### src/hw/rtl/mdu_pkg.sv
// Shared widths, register map and types of the multiply/divide unit.
package mdu_pkg;

  localparam int MUL_W     = 16;
  localparam int PROD_W    = 2 * MUL_W;
  localparam int DVD_W     = 32;
  localparam int DVS_W     = 16;
  localparam int MUL_CNT_W = $clog2(MUL_W);
  localparam int DIV_CNT_W = $clog2(DVD_W);

  localparam int APB_DATA_W = 32;
  localparam int APB_ADDR_W = 2;

  localparam logic [APB_ADDR_W-1:0] REG_SIGNED_MODE = APB_ADDR_W'(0);

  typedef enum logic {
    ACT_MUL = 1'b0,
    ACT_DIV = 1'b1
  } mdu_action_t;

  typedef struct packed {
    logic div_op;
    logic neg_res;
    logic neg_rem;
    logic div_zero;
  } mdu_job_t;

endpackage

### src/hw/rtl/mdu_mul.sv
// Bit-serial shift-and-add multiplier on unsigned magnitudes.
module mdu_mul
  import mdu_pkg::*;
(
  input  logic              clk,
  input  logic              rst_n,
  input  logic              start,
  input  logic [MUL_W-1:0]  mcand,
  input  logic [MUL_W-1:0]  mplier,
  output logic              done,
  output logic [PROD_W-1:0] product
);

  logic                 busy_r, busy_nxt;
  logic                 done_r, done_nxt;
  logic [MUL_CNT_W-1:0] cnt_r, cnt_nxt;
  logic [PROD_W-1:0]    acc_r, acc_nxt;
  logic [PROD_W-1:0]    mcand_r, mcand_nxt;
  logic [MUL_W-1:0]     mplier_r, mplier_nxt;

  always_comb begin
    busy_nxt   = busy_r;
    done_nxt   = 1'b0;
    cnt_nxt    = cnt_r;
    acc_nxt    = acc_r;
    mcand_nxt  = mcand_r;
    mplier_nxt = mplier_r;
    if (start) begin
      busy_nxt   = 1'b1;
      cnt_nxt    = '0;
      acc_nxt    = '0;
      mcand_nxt  = PROD_W'(mcand);
      mplier_nxt = mplier;
    end else if (busy_r) begin
      if (mplier_r[0]) begin
        acc_nxt = acc_r + mcand_r;
      end
      mcand_nxt  = {mcand_r[PROD_W-2:0], 1'b0};
      mplier_nxt = {1'b0, mplier_r[MUL_W-1:1]};
      cnt_nxt    = cnt_r + 1'b1;
      if (cnt_r == MUL_CNT_W'(MUL_W - 1)) begin
        busy_nxt = 1'b0;
        done_nxt = 1'b1;
      end
    end
  end

  always_ff @(posedge clk) begin
    if (!rst_n) begin
      busy_r <= 1'b0;
      done_r <= 1'b0;
    end else begin
      busy_r <= busy_nxt;
      done_r <= done_nxt;
    end
    cnt_r    <= cnt_nxt;
    acc_r    <= acc_nxt;
    mcand_r  <= mcand_nxt;
    mplier_r <= mplier_nxt;
  end

  assign done    = done_r;
  assign product = acc_r;

endmodule

### src/hw/rtl/mdu_div.sv
// Bit-serial restoring divider on unsigned magnitudes.
module mdu_div
  import mdu_pkg::*;
(
  input  logic             clk,
  input  logic             rst_n,
  input  logic             start,
  input  logic [DVD_W-1:0] dividend,
  input  logic [DVS_W-1:0] divisor,
  output logic             done,
  output logic [DVD_W-1:0] quotient,
  output logic [DVS_W-1:0] remainder
);

  logic                 busy_r, busy_nxt;
  logic                 done_r, done_nxt;
  logic [DIV_CNT_W-1:0] cnt_r, cnt_nxt;
  logic [DVD_W-1:0]     quo_r, quo_nxt;
  logic [DVS_W-1:0]     rem_r, rem_nxt;
  logic [DVS_W-1:0]     dvs_r, dvs_nxt;
  logic [DVS_W:0]       trial;
  logic [DVS_W:0]       diff;

  assign trial = {rem_r, quo_r[DVD_W-1]};
  assign diff  = trial - {1'b0, dvs_r};

  always_comb begin
    busy_nxt = busy_r;
    done_nxt = 1'b0;
    cnt_nxt  = cnt_r;
    quo_nxt  = quo_r;
    rem_nxt  = rem_r;
    dvs_nxt  = dvs_r;
    if (start) begin
      busy_nxt = 1'b1;
      cnt_nxt  = '0;
      quo_nxt  = dividend;
      rem_nxt  = '0;
      dvs_nxt  = divisor;
    end else if (busy_r) begin
      if (trial >= {1'b0, dvs_r}) begin
        rem_nxt = diff[DVS_W-1:0];
        quo_nxt = {quo_r[DVD_W-2:0], 1'b1};
      end else begin
        rem_nxt = trial[DVS_W-1:0];
        quo_nxt = {quo_r[DVD_W-2:0], 1'b0};
      end
      cnt_nxt = cnt_r + 1'b1;
      if (cnt_r == DIV_CNT_W'(DVD_W - 1)) begin
        busy_nxt = 1'b0;
        done_nxt = 1'b1;
      end
    end
  end

  always_ff @(posedge clk) begin
    if (!rst_n) begin
      busy_r <= 1'b0;
      done_r <= 1'b0;
    end else begin
      busy_r <= busy_nxt;
      done_r <= done_nxt;
    end
    cnt_r <= cnt_nxt;
    quo_r <= quo_nxt;
    rem_r <= rem_nxt;
    dvs_r <= dvs_nxt;
  end

  assign done      = done_r;
  assign quotient  = quo_r;
  assign remainder = rem_r;

endmodule

### src/hw/rtl/mul16_div32by16_unit.sv
// Multiply/divide unit top level: handshake, sign handling, register port.
//
// A request on the in_ channel is a 16x16 multiply (in_action 0) or a
// 32-by-16 divide (in_action 1); one result per request leaves on the out_
// channel as a 32-bit product or quotient and a 16-bit remainder. A multiply
// reports the remainder of the last divide. The signed_mode register at byte
// address 0 of the APB port selects two's complement or unsigned operation.
// Operands are reduced to magnitudes on acceptance and the result sign is
// applied on completion. A multiply and a divide both run in the bit-serial
// datapaths, one bit per cycle; a request occupies the unit from acceptance
// until its result enters the output register. One request is in flight at a
// time. The result sits in an output register, so a new request is taken
// while a finished result waits; if the receiver stalls, the next finished
// result holds in the unit until the register frees. Reset clears
// signed_mode, the held remainder and all valids.
module mul16_div32by16_unit
  import mdu_pkg::*;
(
  input  logic                  clk,
  input  logic                  rst_n,
  input  logic                  in_valid,
  output logic                  in_ready,
  input  logic                  in_action,
  input  logic [DVD_W-1:0]      in_dividend_or_multiplicand,
  input  logic [MUL_W-1:0]      in_multiplier,
  input  logic [DVS_W-1:0]      in_divisor,
  output logic                  out_valid,
  input  logic                  out_ready,
  output logic [PROD_W-1:0]     out_result_word,
  output logic [DVS_W-1:0]      out_remainder_word,
  input  logic                  psel,
  input  logic                  penable,
  input  logic                  pwrite,
  input  logic [APB_ADDR_W-1:0] paddr,
  input  logic [APB_DATA_W-1:0] pwdata,
  output logic [APB_DATA_W-1:0] prdata,
  output logic                  pready
);

  typedef enum logic [1:0] {
    S_IDLE,
    S_RUN,
    S_DONE
  } state_t;

  state_t           state_r, state_nxt;
  logic             signed_mode_r;
  logic [DVS_W-1:0] rem_hold_r, rem_hold_nxt;
  logic             out_valid_r, out_valid_nxt;
  logic [PROD_W-1:0] out_res_r, out_res_nxt;
  mdu_job_t         job_r, job_nxt;
  logic [DVS_W-1:0] dvd_low_r, dvd_low_nxt;

  logic             accept;
  logic             mul_start, div_start;
  logic             mul_done, div_done;
  logic [PROD_W-1:0] product;
  logic [DVD_W-1:0] quotient;
  logic [DVS_W-1:0] remainder;

  logic             a_neg, b_neg, d_neg, s_neg;
  logic [MUL_W-1:0] a_mag, b_mag;
  logic [DVD_W-1:0] d_mag;
  logic [DVS_W-1:0] s_mag;
  logic [PROD_W-1:0] raw_res, fin_res;
  logic [DVS_W-1:0] fin_rem;
  logic             unload;

  // Configuration port
  assign pready = 1'b1;
  assign prdata = (paddr == REG_SIGNED_MODE) ?
                  APB_DATA_W'(signed_mode_r) : '0;

  always_ff @(posedge clk) begin
    if (!rst_n) begin
      signed_mode_r <= 1'b0;
    end else if (psel && penable && pwrite && pready &&
                 (paddr == REG_SIGNED_MODE)) begin
      signed_mode_r <= pwdata[0];
    end
  end

  // Operand magnitudes
  assign a_neg = signed_mode_r & in_dividend_or_multiplicand[MUL_W-1];
  assign b_neg = signed_mode_r & in_multiplier[MUL_W-1];
  assign d_neg = signed_mode_r & in_dividend_or_multiplicand[DVD_W-1];
  assign s_neg = signed_mode_r & in_divisor[DVS_W-1];
  assign a_mag = a_neg ? (MUL_W'(0) - in_dividend_or_multiplicand[MUL_W-1:0])
                       : in_dividend_or_multiplicand[MUL_W-1:0];
  assign b_mag = b_neg ? (MUL_W'(0) - in_multiplier) : in_multiplier;
  assign d_mag = d_neg ? (DVD_W'(0) - in_dividend_or_multiplicand)
                       : in_dividend_or_multiplicand;
  assign s_mag = s_neg ? (DVS_W'(0) - in_divisor) : in_divisor;

  assign in_ready  = (state_r == S_IDLE);
  assign accept    = in_valid && in_ready;
  assign mul_start = accept && (in_action == ACT_MUL);
  assign div_start = accept && (in_action == ACT_DIV);

  mdu_mul u_mul (
    .clk     (clk),
    .rst_n   (rst_n),
    .start   (mul_start),
    .mcand   (a_mag),
    .mplier  (b_mag),
    .done    (mul_done),
    .product (product)
  );

  mdu_div u_div (
    .clk       (clk),
    .rst_n     (rst_n),
    .start     (div_start),
    .dividend  (d_mag),
    .divisor   (s_mag),
    .done      (div_done),
    .quotient  (quotient),
    .remainder (remainder)
  );

  // Sign fix-up of the finished result; a divide by zero gives a zero quotient and the low dividend half as remainder
  assign raw_res = job_r.div_op ? quotient : product;
  always_comb begin
    if (job_r.div_op && job_r.div_zero) begin
      fin_res = '0;
      fin_rem = dvd_low_r;
    end else begin
      fin_res = job_r.neg_res ? (PROD_W'(0) - raw_res) : raw_res;
      fin_rem = job_r.neg_rem ? (DVS_W'(0) - remainder) : remainder;
    end
  end

  assign unload = !out_valid_r || out_ready;

  always_comb begin
    state_nxt     = state_r;
    job_nxt       = job_r;
    dvd_low_nxt   = dvd_low_r;
    rem_hold_nxt  = rem_hold_r;
    out_res_nxt   = out_res_r;
    out_valid_nxt = out_valid_r && !out_ready;
    unique case (state_r)
      S_IDLE: begin
        if (accept) begin
          job_nxt.div_op   = (in_action == ACT_DIV);
          job_nxt.neg_res  = (in_action == ACT_DIV) ? (d_neg ^ s_neg)
                                                    : (a_neg ^ b_neg);
          job_nxt.neg_rem  = d_neg;
          job_nxt.div_zero = (in_divisor == '0);
          dvd_low_nxt      = in_dividend_or_multiplicand[DVS_W-1:0];
          state_nxt        = S_RUN;
        end
      end
      S_RUN: begin
        if ((job_r.div_op && div_done) || (!job_r.div_op && mul_done)) begin
          state_nxt = S_DONE;
        end
      end
      S_DONE: begin
        if (unload) begin
          out_res_nxt   = fin_res;
          out_valid_nxt = 1'b1;
          if (job_r.div_op) begin
            rem_hold_nxt = fin_rem;
          end
          state_nxt = S_IDLE;
        end
      end
      default: begin
        state_nxt = S_IDLE;
      end
    endcase
  end

  always_ff @(posedge clk) begin
    if (!rst_n) begin
      state_r     <= S_IDLE;
      out_valid_r <= 1'b0;
      rem_hold_r  <= '0;
    end else begin
      state_r     <= state_nxt;
      out_valid_r <= out_valid_nxt;
      rem_hold_r  <= rem_hold_nxt;
    end
    job_r     <= job_nxt;
    dvd_low_r <= dvd_low_nxt;
    out_res_r <= out_res_nxt;
  end

  assign out_valid          = out_valid_r;
  assign out_result_word    = out_res_r;
  assign out_remainder_word = rem_hold_r;

endmodule

### config.mk
export PLATFORM = sky130hd
export DESIGN_NAME = mul16_div32by16_unit
export DESIGN_NICKNAME = d
export VERILOG_FILES = /design/src/hw/rtl/mdu_pkg.sv /design/src/hw/rtl/mdu_mul.sv /design/src/hw/rtl/mdu_div.sv /design/src/hw/rtl/mul16_div32by16_unit.sv
export SDC_FILE = /design/constraint.sdc
export NUM_CORES = 1
export LEC_CHECK = 0
export BUFFER_PORTS_ARGS = -buffer_cell sky130_fd_sc_hd__buf_2
export CORE_MARGIN = 2
export CORE_UTILIZATION = 55
export CTS_CLUSTER_DIAMETER = 40
export DETAILED_ROUTE_END_ITERATION = 10
export PLACE_DENSITY = 0.77
export SLEW_MARGIN = 20
export SYNTH_ARGS = -nofsm -noshare
export SYNTH_HDL_FRONTEND = slang
export SYNTH_SLANG_ARGS = --single-unit
### constraint.sdc
create_clock -name clk -period 9.6 [get_ports clk]
set_clock_uncertainty 0.2 [all_clocks]
set_input_delay 0.48 -clock clk [delete_from_list [all_inputs] [get_ports clk]]
set_output_delay 0.48 -clock clk [all_outputs]
set_load 0.005 [all_outputs]
==> results.yml, run 1 <==
floorplan:
  start_util_pct: 55.9
  die_h_um: 164
  die_area_mm2: 0.0269
  rows: 58
  die_w_um: 164
  core_mm2: 0.0252
  pin_count: 189
logic_synthesis:
  synth-edff-count: 132
  ys_ff_latch: 229
  async_flop_share_pct: 0
  syn-mean-instance-area_um2: 9.01
  yosys_warnings: 0
  syn_inst: 1563
  yosysSeqAreaShare_pct: 41.9
  syn_area_mm2: 0.0141
  yosys_most_used_dff: "edfxtp_1"
  synth_cell_types: 70
clocking:
  cts_buffer_depth: 3
  ctsHoldBuffers: 0
  cts_tree: "yes"
  post_cts_buffers: 0
  clock_latency_ps: 520
  clk_pin_slew_worst_paths_ps: 60
  clock-sinks: 229
  cts_resized: 0
  numCtsBuffers: 36
  htree_num_levels: 2
  cts_root_buf: "clkbuf_16"
timing:
  fin_crit_sh_pct: 45.3
  slew_violations: 0
  rsz0062_at_grt: "false"
  final-hold-violation-count: 0
  slew-limit-headroom_pct: 27.8
  fmax_mhz: 230
  setup_tns_ps: 0
  worstMarginPinSlew_ps: 1080
  period_minus_slack_ps: 4350
  finalSetupViolations: 0
worst_setup_path:
  cp-end-kind: "flip-flop"
  cp-start-kind: "flip-flop"
  path_class: "flip-flop to flip-flop"
  crit_arrival_ps: 4390
  crit_required_ps: 9640
  r2r_setup_slack_ps: 5250
  crit_fanout: 52
detailed_routing:
  drt_pass1_iterations: 5
  vias: 11564
  drc: 0
  drt_iter0_drc: 914
  wl_per_cell_um: 16.8
  ant_nets: 0
  avgViaCountPerCell: 5.72
  drt_wl_total_um: 34100
global_routing:
  grt_pass1_vias: 11123
  antenna_found_initial: 1
  groute.usage.overall_pct: 25.7
  gr-total-overflow: 0
  grt_max_degree: 77
  grt_pass1_wl_um: 55100
place:
  place.gp.congestion: 0.933
  port_buffers: 125
  post-dp-hpwl_um: 24500
layout:
  drive_gt1_share_pct: 13.2
  final_util_pct: 63.9
  multiInputGateArea_mm2: 0.00757
  ff_latch_area_mm2: 0.00591
  n_fill_cell: 2040
  layout.nets: 1826
  synthToLayoutAreaGrowth_pct: 14.2
pwr:
  power-per-cell-area_mw_per_mm2: 205
  clockPowerShare_pct: 41.1
  leakage_nw: 6.72
  p_sw_share_pct: 29.9
  pwr-share-seq_pct: 37.8
  peakVddDrop_v: 0.000119
  p_sw_uw: 984
  pwr-share-comb_pct: 21.1
  power.internal_mw: 2.31
status:
  status: "completed"
min_path:
  hold_class: "primary input to flip-flop"
flow_run:
  maxCapViolations: 0
metal layers:
layer  track usage, %  share of wire, %  vias up
met2             42.1                46      431
met4             11.8               4.1        0
li1                 -                 -     5685
met1             33.6                43     5360
met5                0                 0        -
met3             3.74               6.7       88
worst max-delay path, stage by stage, from the launching register on:
cell and delay, ps:
edfxtp_1 700, buf_4 610, nor3b_2 300, o22ai_1 130, nand2b_4 170, or3_4 380
or3_4 390, or3_4 400, or3_4 370, o21ai_2 150, xnor2_1 130, nor2_1 60
flip-flops by register name, summed over array words and instances (netlist names), 4 cells and up:
signal and cells:
u_div.cnt_r 5, u_mul.product 32, job_r 4, dvd_low_r 16, u_mul.cnt_r 4, out_result_word 32
u_mul.mplier_r 16, u_mul.mcand_r 32, u_div.remainder 16, u_div.dvs_r 16, out_remainder_word 16, u_div.quotient 32
placed cells by master (no fill, tap or decap), types with 62 or more instances in the layout:
cell,Yosys,routed
buf_2,4,125
edfxtp_1,132,132
dfxtp_1,97,96
o21ai_0,106,106
mux2i_1,62,62
a21oi_1,122,122
nor2_1,155,155
nand2_1,178,177
xnor2_1,90,90
xor2_1,63,63
final timing paths:
check / from / end / depth (start not counted)
max: job_r[3]$_DFFE_PP_ / out_result_word[31]$_SDFFCE_PP0P_ / 11
min: in_dividend_or_multiplicand[1] / dvd_low_r[1]$_DFFE_PP_ / 1
max reg2reg: job_r[3]$_DFFE_PP_ / out_result_word[31]$_SDFFCE_PP0P_ / 11
min reg2reg: state_r[1]$_SDFFE_PN0P_ / state_r[0]$_SDFFE_PN0P_ / 1
Yosys cell counts, types with 4 or more instances:
cell	n	share of area [%]
edfxtp_1	132	28
a221oi_1	14	0.87
mux2_2	7	0.56
mux2i_1	62	4.4
nor3_1	38	1.4
nand2b_1	21	0.93
nor2_1	155	4.1
a21o_1	21	1.1
nor2b_1	24	1.1
nand2_1	178	4.7
clkbuf_1	62	1.7
o21bai_1	8	0.43
or3_1	14	0.62
o21a_1	4	0.21
buf_1	5	0.13
a211oi_1	11	0.59
nand4_1	10	0.44
nand3_1	23	0.82
nor4_1	13	0.58
buf_2	4	0.14
o21ai_1	14	0.50
dfxtp_1	97	14
and2_1	10	0.44
a21oi_1	122	4.3
o31ai_1	14	0.75
or3_4	4	0.32
nor3b_1	7	0.37
xor2_1	63	3.9
a21boi_0	5	0.27
ha_1	55	4.9
o41ai_1	5	0.31
inv_1	58	1.5
xnor2_1	90	5.6
o21ai_0	106	3.8
a31oi_1	7	0.31
buf_4	32	1.7
and3_1	13	0.58
power groups by stage:
stage | sequential, mW | combinational (mW) | clock [mW]
2_1_floorplan | 1.22 | 0.556 | 0
3_3_place_gp | 1.26 | 0.657 | 0
3_5_place_dp | 1.26 | 0.683 | 0
4_1_cts | 1.24 | 0.690 | 1.37
5_1_grt | 1.26 | 0.778 | 1.41
6_report | 1.25 | 0.696 | 1.36
final cells by class:
cell class,count,share of cell area [%]
multi-input cells,1202,47.1
inverters,58,1.35
well taps,330,2.57
clock buffers,47,6.38
repair buffers,136,4.40
flip-flops and latches,229,36.7
clock inverters,19,1.46
diodes,2,0.0311
cell families (layout without fill, tap and decap cells):
kind of cell | count (synthesis) | in the layout | synth area share [%]
other | 2 | 34 | 0.0533
xor gates and xnor gates | 153 | 153 | 9.52
muxes | 70 | 70 | 5.05
adders and majority gates | 57 | 57 | 5.17
AOI/OAI and AO/OA | 361 | 361 | 15.4
and+or+nand+nor | 529 | 529 | 17.6
buffers and inverters | 162 | 260 | 5.26
DFF | 229 | 229 | 41.9
stage by stage:
stage | hold WS (ps) | cell area, um2 | cells | power, mW | setup slack (ps)
after floorplan | 245 | 14200 | 1593 | 1.78 | 5290
after global placement | 257 | 14800 | 1955 | 1.91 | 5330
after detailed placement | 266 | 14800 | 1955 | 1.94 | 5280
after CTS | 11.3 | 16100 | 2021 | 3.30 | 5240
after global routing | 15.8 | 16100 | 2022 | 3.45 | 5050
final | 25.1 | 16100 | 2023 | 3.30 | 5250
(Power assumes the default switching activity.)
==> inputs of run 2 (changes only) <==
- clock period: 9.6 -> 4.5 ns (I/O delays scaled with it)
==> results.yml, run 2 (same netlist as run 1, synthesis figures left out) <==
flow_run:
  maxCapViolations: 0
clocking:
  clock-sinks: 229
  cts_buffer_depth: 3
  cts_tree: "yes"
  htree_num_levels: 2
  clock_latency_ps: 520
  clk_pin_slew_worst_paths_ps: 50
  numCtsBuffers: 35
  cts_root_buf: "clkbuf_16"
  post_cts_buffers: 0
worst_setup_path:
  r2r_setup_slack_ps: 620
  crit_chain: "buf_4 > buf_4 > a21oi_1 > or2_1 > or3_4 > or3_4 > or3_4 > o21ai_2 > xnor2_1 > nor2_1"
  r2r_end: "out_result_word[31]$_SDFFCE_PP0P_"
  crit_fanout: 23
  crit_arrival_ps: 3930
  cp-end-kind: "flip-flop"
  path_class: "flip-flop to flip-flop"
  slowest_stage: "edfxtp_1"
  crit_buf_inv: 2
  max_stage_delay_ps: 840
  setup.worst_path.start: "job_r[3]$_DFFE_PP_"
  crit_family: "simple AND/OR/NAND/NOR gates"
  crit_required_ps: 4550
  rr_startpoint: "job_r[3]$_DFFE_PP_"
  cp-start-kind: "flip-flop"
  r2r_cells: 10
  cp_common_cell: "or3_4"
pwr:
  p_sw_share_pct: 31.2
  peakVddDrop_v: 0.000258
  p_sw_mw: 2.15
  power-per-cell-area_mw_per_mm2: 411
  power.internal_mw: 4.74
  pwr-share-seq_pct: 38.6
  pwr-share-comb_pct: 22.5
  clockPowerShare_pct: 38.9
  leakage_nw: 7.03
status:
  status: "completed"
timing:
  slew-limit-headroom_pct: 33.0
  fmax_mhz: 258
  fin_ws_ps: 624
  worstMarginPinSlew_ps: 999
  finalSetupViolations: 0
  final-hold-violation-count: 0
  period_minus_slack_ps: 3880
  setup_tns_ps: 0
  rsz0062_at_grt: "false"
  slew_violations: 0
  fin_crit_sh_pct: 86.1
place:
  port_buffers: 125
  place.gp.congestion: 0.948
  dp.cells: 1963
  dp_slack_ps: 646
  post-dp-hpwl_um: 24600
detailed_routing:
  drt_wl_total_um: 36100
  drc: 0
  avgViaCountPerCell: 5.71
  drt_pass1_iterations: 5
  vias: 12008
  drt_iter0_drc: 931
  wl_per_cell_um: 17.2
  ant_nets: 0
global_routing:
  gr-total-overflow: 0
  grt_pass1_wl_um: 56300
  groute.usage.overall_pct: 26.4
  grt_pass1_vias: 11142
  antenna_found_initial: 2
  grt_max_degree: 54
layout:
  finalNonFillerCells: 2104
  synthToLayoutAreaGrowth_pct: 19.3
  layout.nets: 1908
  final_cell_mix: "177 x nand2_1, 155 x nor2_1, 132 x edfxtp_1"
  final_common_cell: "nand2_1"
  drive_gt1_share_pct: 13.2
min_path:
  hold_class: "flip-flop to flip-flop"
  worstHoldStart: "u_mul.product[25]$_SDFFE_PP0P_"
  hold_path_depth: 2
  hold_path_end: "u_mul.product[25]$_SDFFE_PP0P_"
floorplan:
  rows: 58
  start_util_pct: 55.9
  die_w_um: 164
  die_h_um: 164
  core_mm2: 0.0252
  pin_count: 189
  die_area_mm2: 0.0269
## run 2: final cells by class
type	instances	area, um2
Antenna cell	2	5.00
Clock buffer	42	963
Clock inverter	22	204
Fill cell	1906	8390
Inverter	58	218
Multi-Input combinational cell	1202	7570
Sequential cell	229	5910
Tap cell	330	413
Timing Repair Buffer	219	1520
## run 2: worst max path at each step
stage | end | slack (ps) | cells past startpoint
finish | out_result_word[31]$_SDFFCE_PP0P_ | 620 | 10
global route | out_result_word[29]$_SDFFCE_PP0P_ | 470 | 10
CTS | out_result_word[31]$_SDFFCE_PP0P_ | 630 | 10
detailed placement | out_result_word[31]$_SDFFCE_PP0P_ | 650 | 10
global placement | out_result_word[31]$_SDFFCE_PP0P_ | 680 | 10
floorplan | out_result_word[30]$_SDFFCE_PP0P_ | 190 | 14
## run 2: what timing repair did
action                                 CTS  global route
endpoints found under the hold margin  113             0
hold buffers                            75             0
gates resized for setup                  0             0
## run 2: layer usage
layer	vias up	part of all wire [%]	global-route usage [%]	wire, um
li1	5844	-	-	-
met1	5606	42	33.8	15300
met2	473	48	45.3	17200
met3	85	7.0	4.22	2520
met4	0	3.1	9.65	1110
met5	-	0	0	0
## run 2: through the flow
stage | hold slack, ps | utilization [%] | area [um2] | power, mW
2_1_floorplan | 124 | - | 14200 | 3.79
3_3_place_gp | 255 | 59.0 | 14900 | 4.11
3_5_place_dp | 277 | 59.0 | 14900 | 4.16
4_1_cts | 287 | 66.7 | 16800 | 6.89
5_1_grt | 314 | 66.7 | 16800 | 7.21
6_report | 281 | 66.7 | 16800 | 6.89
## run 2: worst min-delay path, delay by kind of cell, from the launching register on
family           cells  cell delay (ps)
flip-flops           1              330
AND/OR/NAND/NOR      1               60
AO/OA/AOI/OAI        1               50
## run 2: power groups by stage
| stage | clock, mW | sequential (mW) | combinational, mW |
|---|---|---|---|
| after floorplan | 0 | 2.60 | 1.19 |
| after global placement | 0 | 2.68 | 1.42 |
| after detailed placement | 0 | 2.69 | 1.47 |
| after CTS | 2.71 | 2.65 | 1.53 |
| after global routing | 2.80 | 2.68 | 1.73 |
| final | 2.68 | 2.66 | 1.55 |
